$ cat src/hdl/mwmu_pkg.sv
`timescale 1ns / 1ps
// ----------------------------------------------------------------------------
// mwmu_pkg
// Shared types and constants for the maze wall map update block.
// ----------------------------------------------------------------------------
package mwmu_pkg;

  localparam int GRID_SIDE = 16;
  localparam int COORD_W   = 4;
  localparam int DEPTH     = GRID_SIDE * GRID_SIDE;
  localparam int ADDR_W    = $clog2(DEPTH);
  localparam int WALL_W    = 4;
  localparam int IR_W      = 10;
  localparam int DIST_W    = 16;
  localparam int CFG_IDX_W = 1;
  localparam int CFG_DAT_W = 16;

  localparam logic [IR_W-1:0]   SIDE_THR_RST  = IR_W'(500);
  localparam logic [DIST_W-1:0] FRONT_THR_RST = DIST_W'(100);

  localparam logic [CFG_IDX_W-1:0] CFG_SIDE_THR  = 1'd0;
  localparam logic [CFG_IDX_W-1:0] CFG_FRONT_THR = 1'd1;

  localparam logic [WALL_W-1:0] WALL_N = 4'b0001;
  localparam logic [WALL_W-1:0] WALL_E = 4'b0010;
  localparam logic [WALL_W-1:0] WALL_S = 4'b0100;
  localparam logic [WALL_W-1:0] WALL_WEST = 4'b1000;

  typedef enum logic [2:0] {
    ST_IDLE,
    ST_CUR,
    ST_NB_RD,
    ST_NB_WR,
    ST_FIN
  } state_t;

  typedef struct packed {
    logic              rd_en;
    logic [ADDR_W-1:0] rd_addr;
    logic              wr_en;
    logic [ADDR_W-1:0] wr_addr;
    logic [WALL_W-1:0] wr_data;
  } mem_req_t;

  function automatic logic [WALL_W-1:0] rot_left(input logic [WALL_W-1:0] v,
                                                 input logic [1:0] r);
    logic [2*WALL_W-1:0] d;
    d = {v, v} << r;
    return d[2*WALL_W-1:WALL_W];
  endfunction

  function automatic logic [ADDR_W-1:0] cell_addr(input logic [COORD_W-1:0] x,
                                                  input logic [COORD_W-1:0] y);
    return ADDR_W'(y) * ADDR_W'(GRID_SIDE) + ADDR_W'(x);
  endfunction

endpackage

$ cat src/hdl/maze_wall_map_update_top.sv
`timescale 1ns / 1ps
// ----------------------------------------------------------------------------
// maze_wall_map_update_top
// Steps: the accepted item is registered, the current cell is written back with
// its new walls, then each neighbor cell that shares a new wall (up to 3) is
// read and written; an item outside the grid goes straight to the result. One
// item at a time, set by the read-modify-write of the wall RAM: the next item
// is accepted only after the last result is registered; a stalled result holds it off.
// Reset: all cell entries read as zero at once (per-entry valid flags),
// thresholds return to 500 and 100 mm.
// ----------------------------------------------------------------------------
module maze_wall_map_update_top (
  input  logic                            clk,
  input  logic                            rst_n,
  input  logic                            cfg_valid,
  output logic                            cfg_ready,
  input  logic [mwmu_pkg::CFG_IDX_W-1:0]  cfg_index,
  input  logic [mwmu_pkg::CFG_DAT_W-1:0]  cfg_wdata,
  input  logic                            in_valid,
  output logic                            in_stall,
  input  logic [mwmu_pkg::COORD_W-1:0]    in_cell_x,
  input  logic [mwmu_pkg::COORD_W-1:0]    in_cell_y,
  input  logic [1:0]                      in_heading,
  input  logic [mwmu_pkg::DIST_W-1:0]     in_front_distance_mm,
  input  logic [mwmu_pkg::IR_W-1:0]       in_left_ir,
  input  logic [mwmu_pkg::IR_W-1:0]       in_right_ir,
  output logic                            out_valid,
  input  logic                            out_stall,
  output logic                            out_wall_discovered,
  output logic [mwmu_pkg::WALL_W-1:0]     out_cell_walls
);
  import mwmu_pkg::*;

  mem_req_t          mem_req;
  logic [WALL_W-1:0] mem_rd_data;

  mwmu_ctrl u_ctrl (
    .clk                  (clk),
    .rst_n                (rst_n),
    .cfg_valid            (cfg_valid),
    .cfg_ready            (cfg_ready),
    .cfg_index            (cfg_index),
    .cfg_wdata            (cfg_wdata),
    .in_valid             (in_valid),
    .in_stall             (in_stall),
    .in_cell_x            (in_cell_x),
    .in_cell_y            (in_cell_y),
    .in_heading           (in_heading),
    .in_front_distance_mm (in_front_distance_mm),
    .in_left_ir           (in_left_ir),
    .in_right_ir          (in_right_ir),
    .out_valid            (out_valid),
    .out_stall            (out_stall),
    .out_wall_discovered  (out_wall_discovered),
    .out_cell_walls       (out_cell_walls),
    .mem_req              (mem_req),
    .mem_rd_data          (mem_rd_data)
  );

  mwmu_store u_store (
    .clk     (clk),
    .rst_n   (rst_n),
    .req     (mem_req),
    .rd_data (mem_rd_data)
  );

endmodule

$ cat src/hdl/mwmu_store.sv
`timescale 1ns / 1ps
// ----------------------------------------------------------------------------
// mwmu_store
// Wall store: one synchronous RAM entry per cell plus a valid flag per entry.
// Entries never written read as zero.
// ----------------------------------------------------------------------------
module mwmu_store (
  input  logic                          clk,
  input  logic                          rst_n,
  input  mwmu_pkg::mem_req_t            req,
  output logic [mwmu_pkg::WALL_W-1:0]   rd_data
);
  import mwmu_pkg::*;

  logic [WALL_W-1:0] mem [DEPTH];
  logic [DEPTH-1:0]  vld_r;
  logic [WALL_W-1:0] q_r;
  logic              q_vld_r;

  always_ff @(posedge clk) begin
    if (req.wr_en) begin
      mem[req.wr_addr] <= req.wr_data;
    end
    if (req.rd_en) begin
      q_r <= mem[req.rd_addr];
    end
  end

  always_ff @(posedge clk) begin
    if (!rst_n) begin
      vld_r   <= '0;
      q_vld_r <= 1'b0;
    end else begin
      if (req.wr_en) begin
        vld_r[req.wr_addr] <= 1'b1;
      end
      if (req.rd_en) begin
        q_vld_r <= vld_r[req.rd_addr];
      end
    end
  end

  assign rd_data = q_vld_r ? q_r : '0;

endmodule

$ cat src/hdl/mwmu_ctrl.sv
`timescale 1ns / 1ps
// ----------------------------------------------------------------------------
// mwmu_ctrl
// Sensor decode, threshold registers and the read-modify-write sequencer for
// the current cell and its neighbors.
// ----------------------------------------------------------------------------
module mwmu_ctrl (
  input  logic                            clk,
  input  logic                            rst_n,
  input  logic                            cfg_valid,
  output logic                            cfg_ready,
  input  logic [mwmu_pkg::CFG_IDX_W-1:0]  cfg_index,
  input  logic [mwmu_pkg::CFG_DAT_W-1:0]  cfg_wdata,
  input  logic                            in_valid,
  output logic                            in_stall,
  input  logic [mwmu_pkg::COORD_W-1:0]    in_cell_x,
  input  logic [mwmu_pkg::COORD_W-1:0]    in_cell_y,
  input  logic [1:0]                      in_heading,
  input  logic [mwmu_pkg::DIST_W-1:0]     in_front_distance_mm,
  input  logic [mwmu_pkg::IR_W-1:0]       in_left_ir,
  input  logic [mwmu_pkg::IR_W-1:0]       in_right_ir,
  output logic                            out_valid,
  input  logic                            out_stall,
  output logic                            out_wall_discovered,
  output logic [mwmu_pkg::WALL_W-1:0]     out_cell_walls,
  output mwmu_pkg::mem_req_t              mem_req,
  input  logic [mwmu_pkg::WALL_W-1:0]     mem_rd_data
);
  import mwmu_pkg::*;

  state_t state_r, state_nxt;

  logic [IR_W-1:0]    side_thr_r;
  logic [DIST_W-1:0]  front_thr_r;
  logic [COORD_W-1:0] x_r, y_r;
  logic [ADDR_W-1:0]  addr_r, nb_addr_r;
  logic [WALL_W-1:0]  absw_r, walls_r, pend_r, sel_r;
  logic               found_r;
  logic               out_valid_r, out_found_r;
  logic [WALL_W-1:0]  out_walls_r;

  logic              in_acc, in_range, out_free;
  logic [WALL_W-1:0] rel, absw_in, exist, cur_new, cur_nb, pend_left, sel_nxt;
  logic [ADDR_W-1:0] nb_addr_nxt;

  assign in_acc   = in_valid && !in_stall;
  assign in_range = (32'(in_cell_x) < GRID_SIDE) && (32'(in_cell_y) < GRID_SIDE);
  assign out_free = !out_valid_r || !out_stall;

  assign rel = {(in_left_ir > side_thr_r), 1'b0, (in_right_ir > side_thr_r),
                (in_front_distance_mm <= front_thr_r)};
  assign absw_in = rot_left(rel, in_heading);

  assign exist = {(x_r != '0), (32'(y_r) + 1 < GRID_SIDE),
                  (32'(x_r) + 1 < GRID_SIDE), (y_r != '0)};
  assign cur_new   = absw_r & ~mem_rd_data;
  assign cur_nb    = cur_new & exist;
  assign pend_left = pend_r & ~sel_r;
  assign sel_nxt   = pend_r & (~pend_r + WALL_W'(1));

  always_comb begin
    nb_addr_nxt = addr_r;
    unique case (sel_nxt)
      WALL_N:    nb_addr_nxt = addr_r - ADDR_W'(GRID_SIDE);
      WALL_S:    nb_addr_nxt = addr_r + ADDR_W'(GRID_SIDE);
      WALL_E:    nb_addr_nxt = addr_r + ADDR_W'(1);
      WALL_WEST: nb_addr_nxt = addr_r - ADDR_W'(1);
      default:   nb_addr_nxt = addr_r;
    endcase
  end

  // next state
  always_comb begin
    state_nxt = state_r;
    unique case (state_r)
      ST_IDLE:  if (in_acc) state_nxt = in_range ? ST_CUR : ST_FIN;
      ST_CUR:   state_nxt = (|cur_nb) ? ST_NB_RD : ST_FIN;
      ST_NB_RD: state_nxt = ST_NB_WR;
      ST_NB_WR: state_nxt = (|pend_left) ? ST_NB_RD : ST_FIN;
      ST_FIN:   if (out_free) state_nxt = ST_IDLE;
      default:  state_nxt = ST_IDLE;
    endcase
  end

  // outputs
  always_comb begin
    mem_req  = '0;
    in_stall = 1'b1;
    unique case (state_r)
      ST_IDLE: begin
        in_stall        = 1'b0;
        mem_req.rd_en   = in_valid && in_range;
        mem_req.rd_addr = cell_addr(in_cell_x, in_cell_y);
      end
      ST_CUR: begin
        mem_req.wr_en   = 1'b1;
        mem_req.wr_addr = addr_r;
        mem_req.wr_data = mem_rd_data | absw_r;
      end
      ST_NB_RD: begin
        mem_req.rd_en   = 1'b1;
        mem_req.rd_addr = nb_addr_nxt;
      end
      ST_NB_WR: begin
        mem_req.wr_en   = 1'b1;
        mem_req.wr_addr = nb_addr_r;
        mem_req.wr_data = mem_rd_data | rot_left(sel_r, 2'd2);
      end
      ST_FIN: begin
        in_stall = 1'b1;
      end
      default: begin
        in_stall = 1'b1;
      end
    endcase
  end

  assign cfg_ready           = 1'b1;
  assign out_valid           = out_valid_r;
  assign out_wall_discovered = out_found_r;
  assign out_cell_walls      = out_walls_r;

  always_ff @(posedge clk) begin
    if (!rst_n) begin
      state_r     <= ST_IDLE;
      side_thr_r  <= SIDE_THR_RST;
      front_thr_r <= FRONT_THR_RST;
      out_valid_r <= 1'b0;
    end else begin
      state_r <= state_nxt;
      if (cfg_valid && cfg_ready) begin
        case (cfg_index)
          CFG_SIDE_THR:  side_thr_r  <= cfg_wdata[IR_W-1:0];
          CFG_FRONT_THR: front_thr_r <= cfg_wdata[DIST_W-1:0];
          default: ;
        endcase
      end
      if (state_r == ST_FIN && out_free) begin
        out_valid_r <= 1'b1;
      end else if (!out_stall) begin
        out_valid_r <= 1'b0;
      end
    end
  end

  always_ff @(posedge clk) begin
    if (state_r == ST_IDLE && in_acc) begin
      x_r     <= in_cell_x;
      y_r     <= in_cell_y;
      addr_r  <= cell_addr(in_cell_x, in_cell_y);
      absw_r  <= absw_in;
      walls_r <= '0;
      found_r <= 1'b0;
    end
    if (state_r == ST_CUR) begin
      walls_r <= mem_rd_data | absw_r;
      found_r <= |cur_new;
      pend_r  <= cur_nb;
    end
    if (state_r == ST_NB_RD) begin
      sel_r     <= sel_nxt;
      nb_addr_r <= nb_addr_nxt;
    end
    if (state_r == ST_NB_WR) begin
      pend_r <= pend_left;
    end
    if (state_r == ST_FIN && out_free) begin
      out_found_r <= found_r;
      out_walls_r <= walls_r;
    end
  end

endmodule

$ cat config.mk
export PLATFORM = sky130hd
export DESIGN_NAME = maze_wall_map_update_top
export DESIGN_NICKNAME = d
export VERILOG_FILES = /design/src/hdl/mwmu_pkg.sv /design/src/hdl/maze_wall_map_update_top.sv /design/src/hdl/mwmu_store.sv /design/src/hdl/mwmu_ctrl.sv
export SDC_FILE = /design/constraint.sdc
export NUM_CORES = 2
export LEC_CHECK = 0
export BUFFER_PORTS_ARGS = -buffer_cell sky130_fd_sc_hd__buf_2
export CAP_MARGIN = 15
export CORE_MARGIN = 2
export CORE_UTILIZATION = 60
export CTS_CLUSTER_SIZE = 30
export DETAILED_ROUTE_END_ITERATION = 10
export PLACE_DENSITY = 0.76
export SLEW_MARGIN = 20
export SYNTH_ARGS = -nofsm -noshare
export SYNTH_HDL_FRONTEND = slang
export SYNTH_SLANG_ARGS = --single-unit
export TNS_END_PERCENT = 1
$ cat constraint.sdc
create_clock -name clk -period 10.85 [get_ports clk]
set_input_delay 2.17 -clock clk [delete_from_list [all_inputs] [get_ports clk]]
set_output_delay 2.17 -clock clk [all_outputs]
set_load 0.05 [all_outputs]
Yosys cells after proc, flatten, opt, wreduce, memory -nomap -nowiden --
Memory sizes are Yosys's and may differ from the RTL's. A register that Yosys moved wholly into a read port is not among the register bits. Cells that the tools add are included.
Storage, ports and cells: logic and storage cells 99, input port bits 68, memory bits (writable) 1024, flip-flop bits (word level) 333, memories 1, output and inout bits 8
Operators by class: reduce and logical (&&, ||, !) cells 18, equality and inequality tests 11, muxes and demuxes 24, add/subtract/negate cells 8, bitwise gates (word level) 11, order comparisons 8, shift operators 1
Memories:
- u_store.mem | words 256, bits a word 4, rd ports 1, clocked after memory_dff 1, wr ports 1, line mwmu_store.sv:15 | logic [WALL_W-1:0] mem [DEPTH];
Operator list (count):
- 256-bit bitwise OR | 1
- 32-bit by 5-bit < comparator with 1-bit output, second input constant | 2
- 8-bit one-hot mux with 4 select lines | 1
- 13-bit one-hot mux with 2 select lines | 1
- 10-bit greater-than comparator | 2
- 4-bit 2-to-1 mux | 5
- 8-bit by 9-bit < comparator with 1-bit output, second input constant | 2
- 9-bit one-hot mux with 2 select lines | 1
- 4-bit bitwise AND | 4
- 16-bit <= comparator | 1
- 3-bit one-hot mux with 5 select lines | 1
- 3-bit 2-to-1 mux | 4
- 4-bit inverter | 3
- 4-bit OR reduction | 3
- 4-bit by 1-bit adder with 5-bit output, second input constant | 2
- 1-bit 2-to-1 mux | 9
- 8-bit by 1-bit adder with 8-bit output, second input constant | 1
- 8-bit by 4-bit adder with 8-bit output | 1
- 8-bit by 5-bit adder with 8-bit output, second input constant | 1
- 1-bit binary-select mux with 8-bit select | 1
- 1-bit demux with 8-bit select | 1
- 8-bit by 1-bit >= comparator with 1-bit output, second input constant | 1
- 4-bit bitwise OR | 2
- 4-bit nonzero test | 2
- 19 further kinds | 29

Depth between registers and ports, before layout --
depth in word-level cells 8, gate-level depth with buffers 17, gate-level depth less buffers 14

By module --
Synthesis repeated with hierarchy kept, for this count alone.
Unflattened totals: cell total of the unflattened synthesis 3177, area total of the unflattened synthesis 54018.1 sq um
Modules (own cells, without submodules):
- mwmu_store | sequential area each 36014.5 sq um, times used 1, area each 49722.7 sq um, cells an instance 2718
- mwmu_ctrl | sequential area each 1741.7 sq um, times used 1, area each 4295.4 sq um, cells an instance 459

Worst setup path after synthesis --
OpenSTA, ideal clock, no wires.
path kind flip-flop to flip-flop, from register u_ctrl.state_r[1], to memory u_store.mem[0][0] (data pin), setup slack 958 ps, setup time 1574 ps, stages on the path, launching flop included 7, path buffers 4, required time 9276 ps, period minus slack after synthesis 9892 ps, data arrival time 8318 ps, cells stage by stage dfxtp_1 -> buf_4 -> clkbuf_1 -> buf_1 -> buf_1 -> mux2i_1 -> a21oi_1
RTL lines:
- start: declaration | line mwmu_ctrl.sv:31 | state_t state_r, state_nxt;
- start signal: assignment | line mwmu_ctrl.sv:130 | state_r <= state_nxt;
- end: declaration | line mwmu_store.sv:15

Worst setup path after layout --
from register u_ctrl.pend_r[2], to register u_store.q_r[3], read port of u_store.mem (data pin)
Between the ends: word-level cells in the longest chain between the ends 6, elaborated cells between the ends (all ways) 9, classes of those cells add/sub (1); eq/ne (4); mux (2); bitwise (2)
Ends and longest elaborated chain:
- start: declaration | line mwmu_ctrl.sv:37 | logic [WALL_W-1:0] absw_r, walls_r, pend_r, sel_r;
- start signal: assignment | line mwmu_ctrl.sv:158 | pend_r <= cur_nb;
- start signal: assignment | line mwmu_ctrl.sv:165 | pend_r <= pend_left;
- 4-bit inverter | line mwmu_ctrl.sv:59 | assign sel_nxt = pend_r & (~pend_r + WALL_W'(1));
- 4-bit by 1-bit adder with 4-bit output | line mwmu_ctrl.sv:59
- 4-bit bitwise AND (*) | line mwmu_ctrl.sv:59
- 4-bit == test, or another cell as far along | line mwmu_ctrl.sv:63 | unique case (sel_nxt)
- 8-bit one-hot mux with 4 select lines (*) | line mwmu_ctrl.sv:63
- 9-bit one-hot mux with 2 select lines (*) | line mwmu_ctrl.sv:89 | unique case (state_r)
- end: declaration | line mwmu_store.sv:17 | logic [WALL_W-1:0] q_r;
Every way passes the cells marked *; elsewhere a longest branch is shown, timed or not. A chain may end at the register's enable or synchronous reset.

==> flow_summary.json <==
{
  "run_status": "finished, final reports clean",
  "setup_viol": 0,
  "yosys-top-cells-area": "edfxtp_1, dfxtp_1, nand2_1",
  "critPathTopFamily": "simple AND/OR/NAND/NOR gates",
  "die_width_um": 310.4,
  "clock_insertion_delay_worst_skew_ns": 0.75,
  "route.vias.total": 38608,
  "rrSetupSlack_ns": 4.54,
  "dpl-instance-area_um2": 57350,
  "nNetsFinal": 4756,
  "worstPathCellList": "nand2b_1, nor3_1, inv_1, fa_1, o211a_1, o31a_2, buf_4, buf_4, nand3_1, a32oi_1, a31oi_1, nor4_1, a32o_1, nor3_1",
  "max_slew.worst_pin.slew_ns": 1.317,
  "cts_buffer_depth": 3,
  "synth.most_common_cell": "edfxtp_1",
  "synth.yosys.seq_area_share_pct": 67.05,
  "antenna_found_initial": 1,
  "fin_worst_hold_slack_ns": 0.4230,
  "rsz0062_at_grt": "no",
  "synth.cell_area_um2": 56310,
  "floorplan.die_area_um2": 96320,
  "hold_viol_final": 0,
  "synth_warnings": 0,
  "synth_enable_flop_cells": 1066,
  "relSlewSlack_pct": 12.21,
  "drt_first_iter_violations": 5629,
  "core_region_area_um2": 93190,
  "drt_pass1_iterations": 6,
  "synth_area_per_cell_um2": 12.05,
  "stdcell_count": 6010,
  "cts_max_level": 4,
  "placement_rows": 112,
  "largest_net_degree_at_the_start_of_global_routing": 225,
  "static-leakage-power_nw": 21.85,
  "port_buffers": 74,
  "cp_slowest_cell": "buf_4",
  "async_flop_share_pct": 0,
  "tns_ns": 0,
  "final_cycle_share_pct": 58.16,
  "cts_num_sinks": 1353,
  "post_cts_buffers": 0,
  "post-route-min-period_ns": 6.311,
  "worst-endpoint-required_ns": 11.34,
  "skew_ns": 0.02681,
  "dominantRegCellSynth": "edfxtp_1",
  "critical_path_class": "reg -> reg",
  "layout.cell_area.non_filler_um2": 61870,
  "postSynthCellCount": 4674,
  "worst-path-max-fanout": 91,
  "cpPeakStageDelay_ns": 0.94,
  "worstHoldPathType": "reg -> reg",
  "postSynthNetCount": 4788,
  "powerDensity_nw_per_um2": 199.0,
  "worst-path-buf-inv": 3,
  "max_cap_viol": 0,
  "vdd_ir_drop_max_mv": 0.1327,
  "clock_buffers_created_by_tritoncts": 136,
  "critical_path_arrival_ns": 6.80,
  "ys_ff_latch": 1353,
  "postRouteWirelength_um": 152800,
  "pin_count": 76,
  "synth_area_leader_cell": "edfxtp_1",
  "gr-total-overflow": 0,
  "final_core_util_pct": 66.39,
  "worstSetupPathDepth": 14,
  "fp.dieH_um": 310.4,
  "grt_pass1_vias": 36725,
  "route.antenna.remaining_nets": 0,
  "initial_core_util_pct": 60.43,
  "worst_setup_hold_path_clk_slew_ns": 0.06,
  "ff2ff_path_depth": 14,
  "worst_hold_path_cell_count": 0,
  "yosysUniqueCellTypes": 82,
  "routabilityCongestion": 0.9472,
  "grt_first_pass_wirelength_um": 226800,
  "timing_max_transition_violations_final": 0,
  "postCtsHoldBufs": 0,
  "drt-wirelength-per-cell_um": 25.42,
  "max_freq_ghz": 0.1585,
  "share_of_yosys_cell_area_claimed_by_the_top_area_cell_type_pct": 56.85,
  "grt_use_total_pct": 31.71,
  "drcViolationCount": 0,
  "numPlacedInstances": 5757,
  "avgViaCountPerCell": 6.424,
  "detailed_place_hpwl_um": 87360,
  "synth.top_cells.by_count": "edfxtp_1, nand2_1, nand3_1",
  "cts.repair.resized": 0,
  "critPathLaunchType": "flip-flop",
  "area_added_between_synthesis_and_finish_pct": 9.868,
  "layout-drive-gt1-share_pct": 7.971,
  "setup.worst_path.end_class": "flip-flop",
  "final.fill_count": 6553,
  "tritoncts": "yes",
  "root_buf_cell": "clkbuf_16"
}
-- state kept, by name (all words and copies together), names as in the netlist --
| register | flops |
|---|---|
| u_ctrl.found_r | 1 |
| u_store.q_vld_r | 1 |
| u_store.q_r | 4 |
| u_ctrl.absw_r | 4 |
| u_ctrl.nb_addr_r | 8 |
| u_ctrl.walls_r | 4 |
| u_ctrl.addr_r | 8 |
| u_ctrl.out_valid | 1 |
| u_ctrl.out_cell_walls | 4 |
| u_store.mem | 1024 |
| u_ctrl.pend_r | 4 |
| u_ctrl.front_thr_r | 16 |
| u_ctrl.side_thr_r | 10 |
| u_ctrl.sel_r | 4 |
| u_ctrl.state_r | 3 |
| u_ctrl.out_wall_discovered | 1 |
| u_store.vld_r | 256 |
-- cell usage in the layout, fill, tap and decap left out, types with 10 or more instances in the layout --
cell type,netlist,routed
a31oi_1,65,65
clkbuf_8,0,23
nor3_1,14,14
buf_4,34,57
o21ai_0,17,16
clkbuf_16,0,141
nand2b_1,11,11
inv_1,59,59
a32oi_1,65,65
a21boi_0,20,20
nand3_1,416,415
nand2_1,1022,1022
a211oi_1,25,25
a21oi_1,108,104
o22ai_1,26,26
o21a_1,275,275
a211o_1,11,10
nor4_1,18,18
a2111oi_0,10,10
and2_1,16,16
and3_1,47,47
edfxtp_1,1066,1066
clkinv_2,0,25
a22oi_1,28,27
a32o_1,18,18
dfxtp_1,287,287
mux2i_1,217,217
ha_1,44,44
buf_2,122,73
o211ai_1,19,19
clkbuf_1,116,38
nor2_1,303,300
nand4_1,16,16
a221oi_1,20,20
-- stage by stage --
stage | worst slack (ns) | power, mW
detailed placement | 4.485 | 7.656
finish | 4.539 | 12.31
global route | 4.135 | 12.62
floorplan | 0.9576 | 7.095
CTS | 4.674 | 12.27
global placement | 4.543 | 7.628
-- metal layers --
layer	up-vias	share of wire (%)	global-route usage (%)
li1	17041	-	-
met1	18710	38	43.89
met2	2401	45	48.13
met3	454	12	7.172
met4	2	5.1	14.71
met5	-	0.0085	0
-- layout make-up --
cell class | count | area [µm²] | share of cell area [%]
flip-flops and latches | 1353 | 37760 | 61.03
multi-input cells | 2951 | 16810 | 27.18
clock buffers | 202 | 3988 | 6.445
well taps | 1254 | 1569 | 2.536
repair buffers | 141 | 1016 | 1.642
clock inverters | 49 | 500.5 | 0.8090
inverters | 59 | 221.5 | 0.3580
diodes | 1 | 2.502 | 0.004045
-- where the power goes --
group          switching [mW]  total [mW]  leakage [nW]  internal (mW)
registers              0.0363        5.74          11.9           5.70
logic                    1.37        1.88          7.70          0.509
clock network            1.96        4.70          2.22           2.74
-- kinds of logic (layout without fill, tap and decap cells) --
family	Yosys count	after routing	synth area share, %
buf+inv	370	451	3.284
other cells	1	2	0.006660
compound gates	781	781	10.34
mux	218	218	3.877
flops	1353	1353	67.05
simple gates	1897	1897	14.27
xor+xnor	8	8	0.1244
fa+ha+maj	46	46	1.049
-- path summary, 6_finish.rpt --
path                                         from                        to
worst max register to register   u_ctrl.pend_r[2]            u_store.q_r[3]
worst min-delay path            u_ctrl.walls_r[1]  u_ctrl.out_cell_walls[1]
worst min register to register  u_ctrl.walls_r[1]  u_ctrl.out_cell_walls[1]
worst max-delay path             u_ctrl.pend_r[2]            u_store.q_r[3]
(Power assumes the default switching activity.)
